## src/rtl/lifo_stack_allocator_defines.svh

```systemverilog
// ----------------------------------------------------------------------------
// lifo_stack_allocator_defines
// assertion macros shared by the allocator modules
// ----------------------------------------------------------------------------
`ifndef LIFO_STACK_ALLOCATOR_DEFINES_SVH
`define LIFO_STACK_ALLOCATOR_DEFINES_SVH

`ifndef SYNTHESIS

`define LSA_ASSERT_SAME(label, ante, cons) \
  label: assert property (@(posedge clk) disable iff (!rst_n) (ante) |-> (cons)) \
    else $error("lsa assertion failed");

`define LSA_ASSERT_NEXT(label, ante, cons) \
  label: assert property (@(posedge clk) disable iff (!rst_n) (ante) |=> (cons)) \
    else $error("lsa assertion failed");

`else

`define LSA_ASSERT_SAME(label, ante, cons)

`define LSA_ASSERT_NEXT(label, ante, cons)

`endif

`endif

```

## src/rtl/lsa_pkg.sv

```systemverilog
// ----------------------------------------------------------------------------
// lsa_pkg
// types and constants of the lifo stack allocator
// ----------------------------------------------------------------------------
package lsa_pkg;

  localparam int FIELD_W = 32;
  localparam int STATUS_W = 3;
  localparam int LIVE_W = 7;

  typedef enum logic [1:0] {
    CMD_ALLOC     = 2'd0,
    CMD_RESIZE    = 2'd1,
    CMD_SET_LIMIT = 2'd2,
    CMD_NOP       = 2'd3
  } cmd_t;

  typedef enum logic [STATUS_W-1:0] {
    ST_OK        = 3'd0,
    ST_NO_SPACE  = 3'd1,
    ST_NOT_TOP   = 3'd2,
    ST_BAD_META  = 3'd3,
    ST_ZERO_SIZE = 3'd4,
    ST_NO_HEAP   = 3'd5
  } status_t;

  typedef enum logic {
    REG_HEAP_BASE = 1'b0,
    REG_RAM_LIMIT = 1'b1
  } reg_idx_t;

  typedef struct packed {
    cmd_t               command;
    logic [FIELD_W-1:0] address;
    logic [FIELD_W-1:0] size_bytes;
  } in_t;

  typedef struct packed {
    logic [FIELD_W-1:0] result_address;
    status_t            status;
    logic [FIELD_W-1:0] heap_limit_now;
    logic [LIVE_W-1:0]  live_allocations;
    logic [FIELD_W-1:0] bytes_used;
  } out_t;

  typedef struct packed {
    logic [FIELD_W-1:0] heap_base;
    logic [FIELD_W-1:0] ram_limit;
  } cfg_t;

  typedef struct packed {
    logic accept;
    logic prep;
    logic sum;
    logic commit;
  } ctrl_cmd_t;

  typedef struct packed {
    logic out_stall;
  } dp_sts_t;

endpackage

```

## src/rtl/lifo_stack_allocator.sv

```systemverilog
// ----------------------------------------------------------------------------
// lifo_stack_allocator
// last-in-first-out bump allocator with an internal metadata stack
// ----------------------------------------------------------------------------
// Requests are taken one at a time: a request is accepted when in_ready is
// high, which is the case whenever no earlier request is still being worked
// on, and its result is loaded into the output register in the commit state,
// after the prepare and sum states, so a new request is not taken before the
// last one has committed. The work is split into steps: the registered read
// of the metadata stack at acceptance, the size rounding in prepare, the block
// end sum in sum and the limit compare in commit. A result that is not taken
// holds the next request in its commit state until the output register
// frees. The metadata stack needs no clearing after reset, so the block is
// ready straight out of reset. The configuration registers heap_base and
// ram_limit sit at byte addresses 0 and 4 and must be written only while the
// block is idle.
module lifo_stack_allocator import lsa_pkg::*; #(
  parameter int MAX_ALLOCS = 64,
  parameter int PTR_BYTES  = 8,
  parameter int ADDR_WIDTH = 32
) (
  input  logic               clk,
  input  logic               rst_n,
  input  logic               in_valid,
  output logic               in_ready,
  input  in_t                in_data,
  output logic               out_valid,
  input  logic               out_ready,
  output out_t               out_data,
  input  logic               psel,
  input  logic               penable,
  input  logic               pwrite,
  input  logic [2:0]         paddr,
  input  logic [FIELD_W-1:0] pwdata,
  output logic [FIELD_W-1:0] prdata,
  output logic               pready
);

  cfg_t      cfg;
  ctrl_cmd_t cmd;
  dp_sts_t   sts;

  lsa_regs u_regs (
    .clk     (clk),
    .rst_n   (rst_n),
    .psel    (psel),
    .penable (penable),
    .pwrite  (pwrite),
    .paddr   (paddr),
    .pwdata  (pwdata),
    .prdata  (prdata),
    .pready  (pready),
    .cfg     (cfg)
  );

  lsa_ctrl u_ctrl (
    .clk      (clk),
    .rst_n    (rst_n),
    .in_valid (in_valid),
    .in_ready (in_ready),
    .sts      (sts),
    .cmd      (cmd)
  );

  lsa_dp #(
    .MAX_ALLOCS (MAX_ALLOCS),
    .PTR_BYTES  (PTR_BYTES),
    .ADDR_WIDTH (ADDR_WIDTH)
  ) u_dp (
    .clk       (clk),
    .rst_n     (rst_n),
    .cmd       (cmd),
    .sts       (sts),
    .in_data   (in_data),
    .cfg       (cfg),
    .out_valid (out_valid),
    .out_ready (out_ready),
    .out_data  (out_data)
  );

endmodule

```

## src/rtl/lsa_ram.sv

```systemverilog
// ----------------------------------------------------------------------------
// lsa_ram
// generic single write port ram with registered read
// ----------------------------------------------------------------------------
module lsa_ram #(
  parameter int WIDTH = 32,
  parameter int DEPTH = 64,
  localparam int IW = (DEPTH > 1) ? $clog2(DEPTH) : 1
) (
  input  logic             clk,
  input  logic             we,
  input  logic [IW-1:0]    waddr,
  input  logic [WIDTH-1:0] wdata,
  input  logic             re,
  input  logic [IW-1:0]    raddr,
  output logic [WIDTH-1:0] rdata
);

  logic [WIDTH-1:0] mem_r [DEPTH];
  logic [WIDTH-1:0] rdata_r;

  always_ff @(posedge clk) begin
    if (we) begin
      mem_r[waddr] <= wdata;
    end
    if (re) begin
      rdata_r <= mem_r[raddr];
    end
  end

  assign rdata = rdata_r;

endmodule

```

## src/rtl/lsa_regs.sv

```systemverilog
// ----------------------------------------------------------------------------
// lsa_regs
// apb configuration registers: heap base and ram limit
// ----------------------------------------------------------------------------
module lsa_regs import lsa_pkg::*; (
  input  logic               clk,
  input  logic               rst_n,
  input  logic               psel,
  input  logic               penable,
  input  logic               pwrite,
  input  logic [2:0]         paddr,
  input  logic [FIELD_W-1:0] pwdata,
  output logic [FIELD_W-1:0] prdata,
  output logic               pready,
  output cfg_t               cfg
);

  logic [FIELD_W-1:0] heap_base_r;
  logic [FIELD_W-1:0] ram_limit_r;
  reg_idx_t           idx;
  logic               wr_en;

  assign idx    = reg_idx_t'(paddr[2]);
  assign wr_en  = psel && penable && pwrite && pready;
  assign pready = 1'b1;

  always_ff @(posedge clk) begin
    if (!rst_n) begin
      heap_base_r <= '0;
      ram_limit_r <= '0;
    end else if (wr_en) begin
      unique case (idx)
        REG_HEAP_BASE: heap_base_r <= pwdata;
        REG_RAM_LIMIT: ram_limit_r <= pwdata;
      endcase
    end
  end

  always_comb begin
    unique case (idx)
      REG_HEAP_BASE: prdata = heap_base_r;
      REG_RAM_LIMIT: prdata = ram_limit_r;
    endcase
  end

  assign cfg.heap_base = heap_base_r;
  assign cfg.ram_limit = ram_limit_r;

endmodule

```

## src/rtl/lsa_ctrl.sv

```systemverilog
// ----------------------------------------------------------------------------
// lsa_ctrl
// request sequencer: accept, prepare, sum, commit
// ----------------------------------------------------------------------------
`include "lifo_stack_allocator_defines.svh"

module lsa_ctrl import lsa_pkg::*; (
  input  logic      clk,
  input  logic      rst_n,
  input  logic      in_valid,
  output logic      in_ready,
  input  dp_sts_t   sts,
  output ctrl_cmd_t cmd
);

  typedef enum logic [3:0] {
    S_IDLE   = 4'b0001,
    S_PREP   = 4'b0010,
    S_SUM    = 4'b0100,
    S_COMMIT = 4'b1000
  } state_t;

  state_t state_r;
  state_t state_nxt;

  always_comb begin
    state_nxt = state_r;
    cmd       = '0;
    unique case (state_r)
      S_IDLE: begin
        if (in_valid) begin
          cmd.accept = 1'b1;
          state_nxt  = S_PREP;
        end
      end
      S_PREP: begin
        cmd.prep  = 1'b1;
        state_nxt = S_SUM;
      end
      S_SUM: begin
        cmd.sum   = 1'b1;
        state_nxt = S_COMMIT;
      end
      S_COMMIT: begin
        if (!sts.out_stall) begin
          cmd.commit = 1'b1;
          state_nxt  = S_IDLE;
        end
      end
      default: begin
        state_nxt = S_IDLE;
      end
    endcase
  end

  always_ff @(posedge clk) begin
    if (!rst_n) begin
      state_r <= S_IDLE;
    end else begin
      state_r <= state_nxt;
    end
  end

  assign in_ready = (state_r == S_IDLE);

  `LSA_ASSERT_NEXT(a_commit_returns_idle, cmd.commit, state_r == S_IDLE)
  `LSA_ASSERT_NEXT(a_accept_starts_prep, cmd.accept, cmd.prep)

endmodule

```

## src/rtl/lsa_dp.sv

```systemverilog
// ----------------------------------------------------------------------------
// lsa_dp
// allocator datapath: pointers, metadata stack, sums and result register
// ----------------------------------------------------------------------------
`include "lifo_stack_allocator_defines.svh"

module lsa_dp import lsa_pkg::*; #(
  parameter int MAX_ALLOCS = 64,
  parameter int PTR_BYTES  = 8,
  parameter int ADDR_WIDTH = 32
) (
  input  logic      clk,
  input  logic      rst_n,
  input  ctrl_cmd_t cmd,
  output dp_sts_t   sts,
  input  in_t       in_data,
  input  cfg_t      cfg,
  output logic      out_valid,
  input  logic      out_ready,
  output out_t      out_data
);

  localparam int AW    = ADDR_WIDTH;
  localparam int SW    = ((AW > FIELD_W) ? AW : FIELD_W) + 2;
  localparam int CW    = $clog2(MAX_ALLOCS + 1);
  localparam int IW    = (MAX_ALLOCS > 1) ? $clog2(MAX_ALLOCS) : 1;
  localparam int CNT_W = $clog2(PTR_BYTES);
  localparam logic [AW-1:0] CNT_MASK = AW'(PTR_BYTES - 1);
  localparam logic [CW-1:0] MAX_C    = CW'(MAX_ALLOCS);

  // request and allocator state
  in_t           req_r;
  logic          started_r;
  logic [AW-1:0] top_end_r;
  logic [AW-1:0] used_r;
  logic [CW-1:0] live_r;
  logic [AW-1:0] limit_r;

  // prepare stage
  logic          nh_r;
  logic [AW-1:0] aligned_r;
  logic          align_ovf_r;
  logic [AW-1:0] start_r;
  logic [AW-1:0] last_r;
  logic          cnt_ok_r;

  // sum stage
  logic [AW-1:0] end_r;
  logic          end_ovf_r;
  logic          cons_ok_r;
  logic          hit_r;

  out_t          out_r;
  logic          out_valid_r;

  logic [AW-1:0] hb;
  logic [AW-1:0] rl;
  logic [AW-1:0] addr_aw;
  logic [AW-1:0] meta;
  logic [AW-1:0] off;
  logic [SW-1:0] lo_sum;
  logic [SW-1:0] al_sum;
  logic [SW-1:0] end_sum;
  logic [AW-1:0] base;
  logic [CW-1:0] live_inc;
  logic [CW-1:0] live_dec;
  logic          ram_we;
  logic [AW-1:0] ram_wdata;

  logic          nh_nxt;
  logic [AW-1:0] aligned_nxt;
  logic          align_ovf_nxt;
  logic [AW-1:0] start_nxt;
  logic [AW-1:0] last_nxt;
  logic          cnt_ok_nxt;
  logic [AW-1:0] end_nxt;
  logic          end_ovf_nxt;
  logic          cons_ok_nxt;
  logic          hit_nxt;

  logic          space_ok;
  logic          full;
  logic [AW-1:0] used_end;
  logic [AW-1:0] top_end_nxt;
  logic [AW-1:0] used_nxt;
  logic [CW-1:0] live_nxt;
  logic [AW-1:0] limit_nxt;
  logic [AW-1:0] res;
  status_t       status;
  out_t          out_nxt;

  assign hb      = AW'(cfg.heap_base);
  assign rl      = AW'(cfg.ram_limit);
  assign addr_aw = AW'(req_r.address);

  assign live_inc = live_r + CW'(1);
  assign live_dec = live_r - CW'(1);

  assign ram_wdata = used_r | AW'(CNT_W'(live_inc));

  lsa_ram #(
    .WIDTH (AW),
    .DEPTH (MAX_ALLOCS)
  ) u_meta (
    .clk   (clk),
    .we    (ram_we && cmd.commit),
    .waddr (live_r[IW-1:0]),
    .wdata (ram_wdata),
    .re    (cmd.accept),
    .raddr (live_dec[IW-1:0]),
    .rdata (meta)
  );

  // prepare: heap check, size rounding, top entry decode
  always_comb begin
    lo_sum        = SW'(hb) + SW'(PTR_BYTES);
    nh_nxt        = ((lo_sum >> AW) != '0) || (lo_sum[AW-1:0] >= rl);
    al_sum        = SW'(req_r.size_bytes) + SW'(PTR_BYTES - 1);
    align_ovf_nxt = (al_sum >> AW) != '0;
    aligned_nxt   = al_sum[AW-1:0] & ~CNT_MASK;
    off           = meta & ~CNT_MASK;
    start_nxt     = hb + off;
    last_nxt      = used_r - off;
    cnt_ok_nxt    = meta[CNT_W-1:0] == CNT_W'(live_r);
  end

  // sum: new block end including the metadata word
  always_comb begin
    base        = (req_r.command == CMD_ALLOC) ? top_end_r : start_r;
    end_sum     = SW'(base) + SW'(aligned_r) + SW'(PTR_BYTES);
    end_ovf_nxt = align_ovf_r || ((end_sum >> AW) != '0);
    end_nxt     = end_sum[AW-1:0];
    cons_ok_nxt = last_r == (top_end_r - start_r);
    hit_nxt     = addr_aw == start_r;
  end

  // commit: decide and update
  always_comb begin
    space_ok    = !end_ovf_r && (end_r <= limit_r);
    full        = live_r >= MAX_C;
    used_end    = end_r - hb;
    top_end_nxt = top_end_r;
    used_nxt    = used_r;
    live_nxt    = live_r;
    limit_nxt   = limit_r;
    ram_we      = 1'b0;
    res         = '0;
    status      = ST_OK;
    unique case (req_r.command)
      CMD_ALLOC: begin
        priority if (nh_r) begin
          status = ST_NO_HEAP;
        end else if (req_r.size_bytes == '0) begin
          status = ST_ZERO_SIZE;
        end else if (!space_ok || full) begin
          status = ST_NO_SPACE;
        end else begin
          ram_we      = 1'b1;
          live_nxt    = live_inc;
          res         = top_end_r;
          top_end_nxt = end_r;
          used_nxt    = used_end;
        end
      end
      CMD_RESIZE: begin
        priority if (nh_r) begin
          status = ST_NO_HEAP;
        end else if ((live_r == '0) || (live_r > MAX_C)) begin
          status = ST_BAD_META;
        end else if (!cnt_ok_r || !cons_ok_r) begin
          status = ST_BAD_META;
        end else if (!hit_r) begin
          status = ST_NOT_TOP;
        end else if (req_r.size_bytes != '0) begin
          if (!space_ok) begin
            status = ST_NO_SPACE;
          end else begin
            res         = start_r;
            top_end_nxt = end_r;
            used_nxt    = used_end;
          end
        end else begin
          top_end_nxt = start_r;
          used_nxt    = used_r - last_r;
          live_nxt    = live_dec;
        end
      end
      CMD_SET_LIMIT: begin
        if ((addr_aw <= rl) && (addr_aw > top_end_r)) begin
          limit_nxt = addr_aw;
        end
      end
      CMD_NOP: begin
      end
    endcase
    out_nxt.result_address   = FIELD_W'(res);
    out_nxt.status           = status;
    out_nxt.heap_limit_now   = FIELD_W'(limit_nxt);
    out_nxt.live_allocations = LIVE_W'(live_nxt);
    out_nxt.bytes_used       = FIELD_W'(used_nxt);
  end

  always_ff @(posedge clk) begin
    if (cmd.accept) begin
      req_r <= in_data;
    end
    if (cmd.prep) begin
      nh_r        <= nh_nxt;
      aligned_r   <= aligned_nxt;
      align_ovf_r <= align_ovf_nxt;
      start_r     <= start_nxt;
      last_r      <= last_nxt;
      cnt_ok_r    <= cnt_ok_nxt;
    end
    if (cmd.sum) begin
      end_r     <= end_nxt;
      end_ovf_r <= end_ovf_nxt;
      cons_ok_r <= cons_ok_nxt;
      hit_r     <= hit_nxt;
    end
    if (cmd.commit) begin
      out_r <= out_nxt;
    end
  end

  always_ff @(posedge clk) begin
    if (!rst_n) begin
      started_r   <= 1'b0;
      top_end_r   <= '0;
      used_r      <= '0;
      live_r      <= '0;
      limit_r     <= '0;
      out_valid_r <= 1'b0;
    end else begin
      // first request picks up the configured window
      if (cmd.accept && !started_r) begin
        started_r <= 1'b1;
        top_end_r <= hb;
        limit_r   <= rl;
      end
      if (cmd.commit) begin
        top_end_r <= top_end_nxt;
        used_r    <= used_nxt;
        live_r    <= live_nxt;
        limit_r   <= limit_nxt;
      end
      if (cmd.commit) begin
        out_valid_r <= 1'b1;
      end else if (out_ready) begin
        out_valid_r <= 1'b0;
      end
    end
  end

  assign sts.out_stall = out_valid_r && !out_ready;
  assign out_valid     = out_valid_r;
  assign out_data      = out_r;

  `LSA_ASSERT_SAME(a_no_result_overwrite, cmd.commit, !sts.out_stall)
  `LSA_ASSERT_SAME(a_push_in_range, ram_we && cmd.commit, live_r < MAX_C)
  `LSA_ASSERT_NEXT(a_started_sticky, started_r, started_r)

endmodule
```

## config.mk

```make
export PLATFORM = sky130hd
export DESIGN_NAME = lifo_stack_allocator
export DESIGN_NICKNAME = d
export VERILOG_FILES = /design/src/rtl/lsa_pkg.sv /design/src/rtl/lifo_stack_allocator.sv /design/src/rtl/lsa_ram.sv /design/src/rtl/lsa_regs.sv /design/src/rtl/lsa_ctrl.sv /design/src/rtl/lsa_dp.sv
export VERILOG_INCLUDE_DIRS = /design/src /design/src/rtl
export SDC_FILE = /design/constraint.sdc
export NUM_CORES = 2
export LEC_CHECK = 0
export BUFFER_PORTS_ARGS = -buffer_cell sky130_fd_sc_hd__buf_2
export CAP_MARGIN = 20
export CORE_ASPECT_RATIO = 0.9
export CORE_UTILIZATION = 31
export CTS_BUF_LIST = sky130_fd_sc_hd__clkbuf_16
export DETAILED_ROUTE_END_ITERATION = 12
export HOLD_SLACK_MARGIN = 0.1
export SLEW_MARGIN = 0
export SYNTH_ARGS = -nofsm -noshare
export SYNTH_HDL_FRONTEND = slang
export SYNTH_SLANG_ARGS = --single-unit
```

## constraint.sdc

```tcl
create_clock -name clk -period 10.4 [get_ports clk]
set_input_delay 1.04 -clock clk [delete_from_list [all_inputs] [get_ports clk]]
set_output_delay 1.04 -clock clk [all_outputs]
set_load 0.005 [all_outputs]
```

==> impl_results.md <==
- Status: completed
- Max Cap Violations: 0
- Total CTS buffers: 281
- #FFs+latches synth: 2556
- Die width: 639 um
- Dpl hpwl: 215000 um
- Post-CTS setup buffer count: 0
- Area grow syn2layout: 15.1%
- Detailed Route WL: 345000 um
- Clock Power Share: 0.446
- Crit path max-delay family: compound AO/OA/AOI/OAI gates
- Part of the power in registers: 0.525
- Slew Limit Fails: 0
- Via count: 67600
- Critical path, cell by cell: buf_4, inv_1, buf_4, nand2_2, buf_4, nand2_1, o21ai_0, ha_1, a211oi_1, o211ai_1, a211oi_1, o41ai_2, a21oi_1, mux2_2, a2111oi_4, and4bb_2, nand3_1, or4b_1, a21o_1
- Tcrit/Tclk final: 0.602
- Clock sinks: 2556
- Worst hold path stage count: 1
- Cell mode on critical path: buf_4
- Final Hold Violating Endpoints: 0
- EDFF count, synth: 2383
- Top Ports: 249
- Req. time, crit path: 11.03 ns
- Peak Freq: 0.160 GHz
- Clock skew: 0.0744 ns
- VDD IR max: 0.000115 V
- R2r setup slk: 4.14 ns
- PD cells: 165 nW/um2
- Worst path depth: 19
- Nature of the critical path startpoint: flop
- CTS tree: done
- Async set-or-reset flop fraction in the synthesized netlist: 0
- Worst rel slew slack: 0.158
- Largest net degree at the start of global routing: 159
- Area of the multi-input gates: 36500 um2
- Syn Inst Count: 7014
- P_int: 16700 uW
- Synthesized cell area: 113000 um2
- R2R depth: 19
- RSZ-0062 raised after global routing: no
- Post-cts resize count: 0
- Fraction of layout instances using a drive strength above 1: 0.214
- Share of Yosys cell area claimed by the top area cell type: 0.632
- Layout Cells excl Fill: 12500
- Clock slew at reported path FFs: 0.06 ns
- Yosys warns: 0
- Register area share after synthesis: 0.663
- Crit path max fanout: 40
- Tmin final: 6.26 ns
- Worst path max stage delay: 0.51 ns
- Initial core utilization: 0.312
- Die Y-Extent: 575 um
- Lkg Pwr: 0.0447 uW
- Psw: 4720 uW
- Syn Area/Cell: 16.1 um2
- Initial antenna violation count: 20
- Ys flop type: edfxtp_1
- Final setup TNS: 0 ns
- Initial DRC Count: 7870
- Synth area leader: edfxtp_1
- CP endpoint kind: flop
- Hold-fix buffers, CTS: 0
- CTS Root Cell: clkbuf_16
- Via density: 5.41
- Distinct cell type count after synthesis: 94
- Sw Share: 0.220
- Vias in the first global route: 65700
- GRT Total Usage: 0.182
- Synth top area cells: edfxtp_1, mux4_2, ha_1, dfxtp_1, nand2_1
- Drt first pass iters: 6
- Die area: 368000 um2
- Port bufs: 245
- Worst Setup Path Type: reg2reg
- Skew-Pair Late Insertion Delay: 0.92 ns
- Post-DRT Antenna Nets: 0
- DR WL/cell: 27.6 um
- Power share of the combinational group: 0.029
- Clock Path Buffers: 4
- Dpl cells: 12000
- Arrival time worst endpoint: 6.89 ns
- Worst Hold Class: in2reg
- Fill count: 33900
- Syn nets: 7439
- Buf+Inv Stages, Crit Path: 4
- Nets@finish: 7821
- Register area: 75100 um2
- Cell Rows: 210
- First-pass GRT wire length: 483000 um
- Core Footprint: 363000 um2
- H-tree depth: 5
- Grt ovf: 0
- Endpoints failing setup: 0
- GPL Wtd Cong: 0.932
- Slowest cell on the critical path: nand2_2
- Worst Max-Slew Pin Slew: 1.26 ns
- # DRC: 0
-- metrics by stage --
| stage | hold WS, ns | instance area [um2] | setup WS, ns | util | total power (uW) |
|---|---|---|---|---|---|
| 2_1_floorplan | 0.442 | 113000 | 4.15 | - | 11800 |
| 3_3_place_gp | 0.452 | 121000 | 4.08 | 0.334 | 12100 |
| 3_5_place_dp | 0.466 | 121000 | 4.23 | 0.334 | 12100 |
| 4_1_cts | 0.251 | 130000 | 4.17 | 0.358 | 21600 |
| 5_1_grt | 0.266 | 130000 | 3.78 | 0.358 | 22100 |
| 6_report | 0.308 | 130000 | 4.14 | 0.358 | 21400 |
-- sequential cells by signal, indices dropped and copies added, names as in the netlist, 4 cells and up --
register and cells:
u_dp.addr_aw 32, u_dp.end_r 32, u_dp.top_end_r 32, u_dp.u_meta.mem_r 2048, u_dp.live_r 7, u_ctrl.state_r 4
u_dp.out_data 106, u_dp.limit_r 32, u_regs.ram_limit_r 32, u_dp.req_r 34, u_dp.last_r 32, u_dp.u_meta.rdata 32
u_regs.heap_base_r 32, u_dp.used_r 32, u_dp.aligned_r 29, u_dp.start_r 32
-- power groups by stage --
| stage | logic (uW) | clock network (uW) | registers, uW |
|---|---|---|---|
| after floorplan | 404 | 0 | 11400 |
| after global placement | 606 | 0 | 11500 |
| after detailed placement | 613 | 0 | 11500 |
| after CTS | 617 | 9760 | 11200 |
| after global routing | 680 | 10100 | 11300 |
| final | 626 | 9570 | 11300 |
-- worst paths after layout --
check / start / to
max: u_dp.req_r[65] / u_dp.end_ovf_r
min: in_data[64] / u_dp.req_r[64]
max reg2reg: u_dp.req_r[65] / u_dp.end_ovf_r
min reg2reg: u_dp.used_r[0] / u_dp.last_r[0]
-- cells in the mapped netlist (60+ instances only) --
| master | n |
|---|---|
| a211oi_1 | 60 |
| xor2_1 | 112 |
| nor2_1 | 247 |
| a21boi_0 | 104 |
| nor3_1 | 67 |
| clkbuf_1 | 252 |
| o211ai_1 | 97 |
| edfxtp_1 | 2383 |
| xnor2_1 | 175 |
| inv_1 | 283 |
| buf_1 | 79 |
| ha_1 | 311 |
| dfxtp_1 | 173 |
| a21o_1 | 97 |
| a21oi_1 | 186 |
| nand3_1 | 104 |
| nand4_1 | 92 |
| nand2_1 | 576 |
| mux4_2 | 640 |
| o21ai_0 | 240 |
-- metal layers --
metal  track usage  part of all wire  vias to the layer above
li1              -                 -                    28600
met2         0.278              0.45                     3143
met5             0          0.000032                        -
met3        0.0301             0.085                      459
met4        0.0649             0.037                        2
met1         0.262              0.43                    35400
-- layout by cell type, fill, tap and decap left out, types with 34 or more instances in the layout --
cell type and n:
nand2_1 574, nand2b_1 43, o22ai_1 37, nor2_1 180
clkbuf_16 286, a21oi_1 184, o211ai_1 97, mux2i_1 39
a21boi_0 104, nand4_1 92, clkinv_2 35, a31oi_1 57
clkinv_1 54, mux4_2 640, edfxtp_1 2383, nor4_1 39
buf_4 176, nand3_1 103, xor2_1 110, o21a_1 47
or3_1 34, a22o_1 35, ha_1 310, a211oi_1 60
and2_1 48, inv_1 349, nor2_4 66, nor3_1 65
xnor2_1 172, dfxtp_1 143, a21o_1 96, buf_2 244
o21ai_0 240
-- cells by family after synthesis --
| group | count (synthesis) | share of synthesized area |
|---|---|---|
| AO/OA/AOI/OAI | 1156 | 0.0690 |
| XOR/XNOR | 288 | 0.0224 |
| adder cells (fa/ha/maj) | 317 | 0.0354 |
| buffers and inverters | 615 | 0.0204 |
| flip-flops | 2556 | 0.663 |
| multiplexers | 685 | 0.131 |
| other | 1 | 0.0000331 |
| AND/OR/NAND/NOR | 1396 | 0.0585 |
-- cell type report --
type / instances / share of cell area
timing repair buffer: 431 / 0.0210
clock buffer: 286 / 0.0549
sequential: 2556 / 0.576
multi-input combinational: 3843 / 0.280
clock inverter: 212 / 0.0123
tap: 4876 / 0.0468
inverter: 283 / 0.00823
antenna: 14 / 0.000269
-- worst reg2reg max path, cell delays in order, from the launching register on --
cell and delay [ns]:
edfxtp_1 0.32, buf_4 0.24, inv_1 0.06, buf_4 0.20, nand2_2 0.51, buf_4 0.46
nand2_1 0.11, o21ai_0 0.12, ha_1 0.30, a211oi_1 0.30, o211ai_1 0.26, a211oi_1 0.51
o41ai_2 0.20, a21oi_1 0.40, mux2_2 0.43, a2111oi_4 0.47, and4bb_2 0.31, nand3_1 0.14
or4b_1 0.45, a21o_1 0.19
Note: power is estimated with default switching activity, not from simulation.
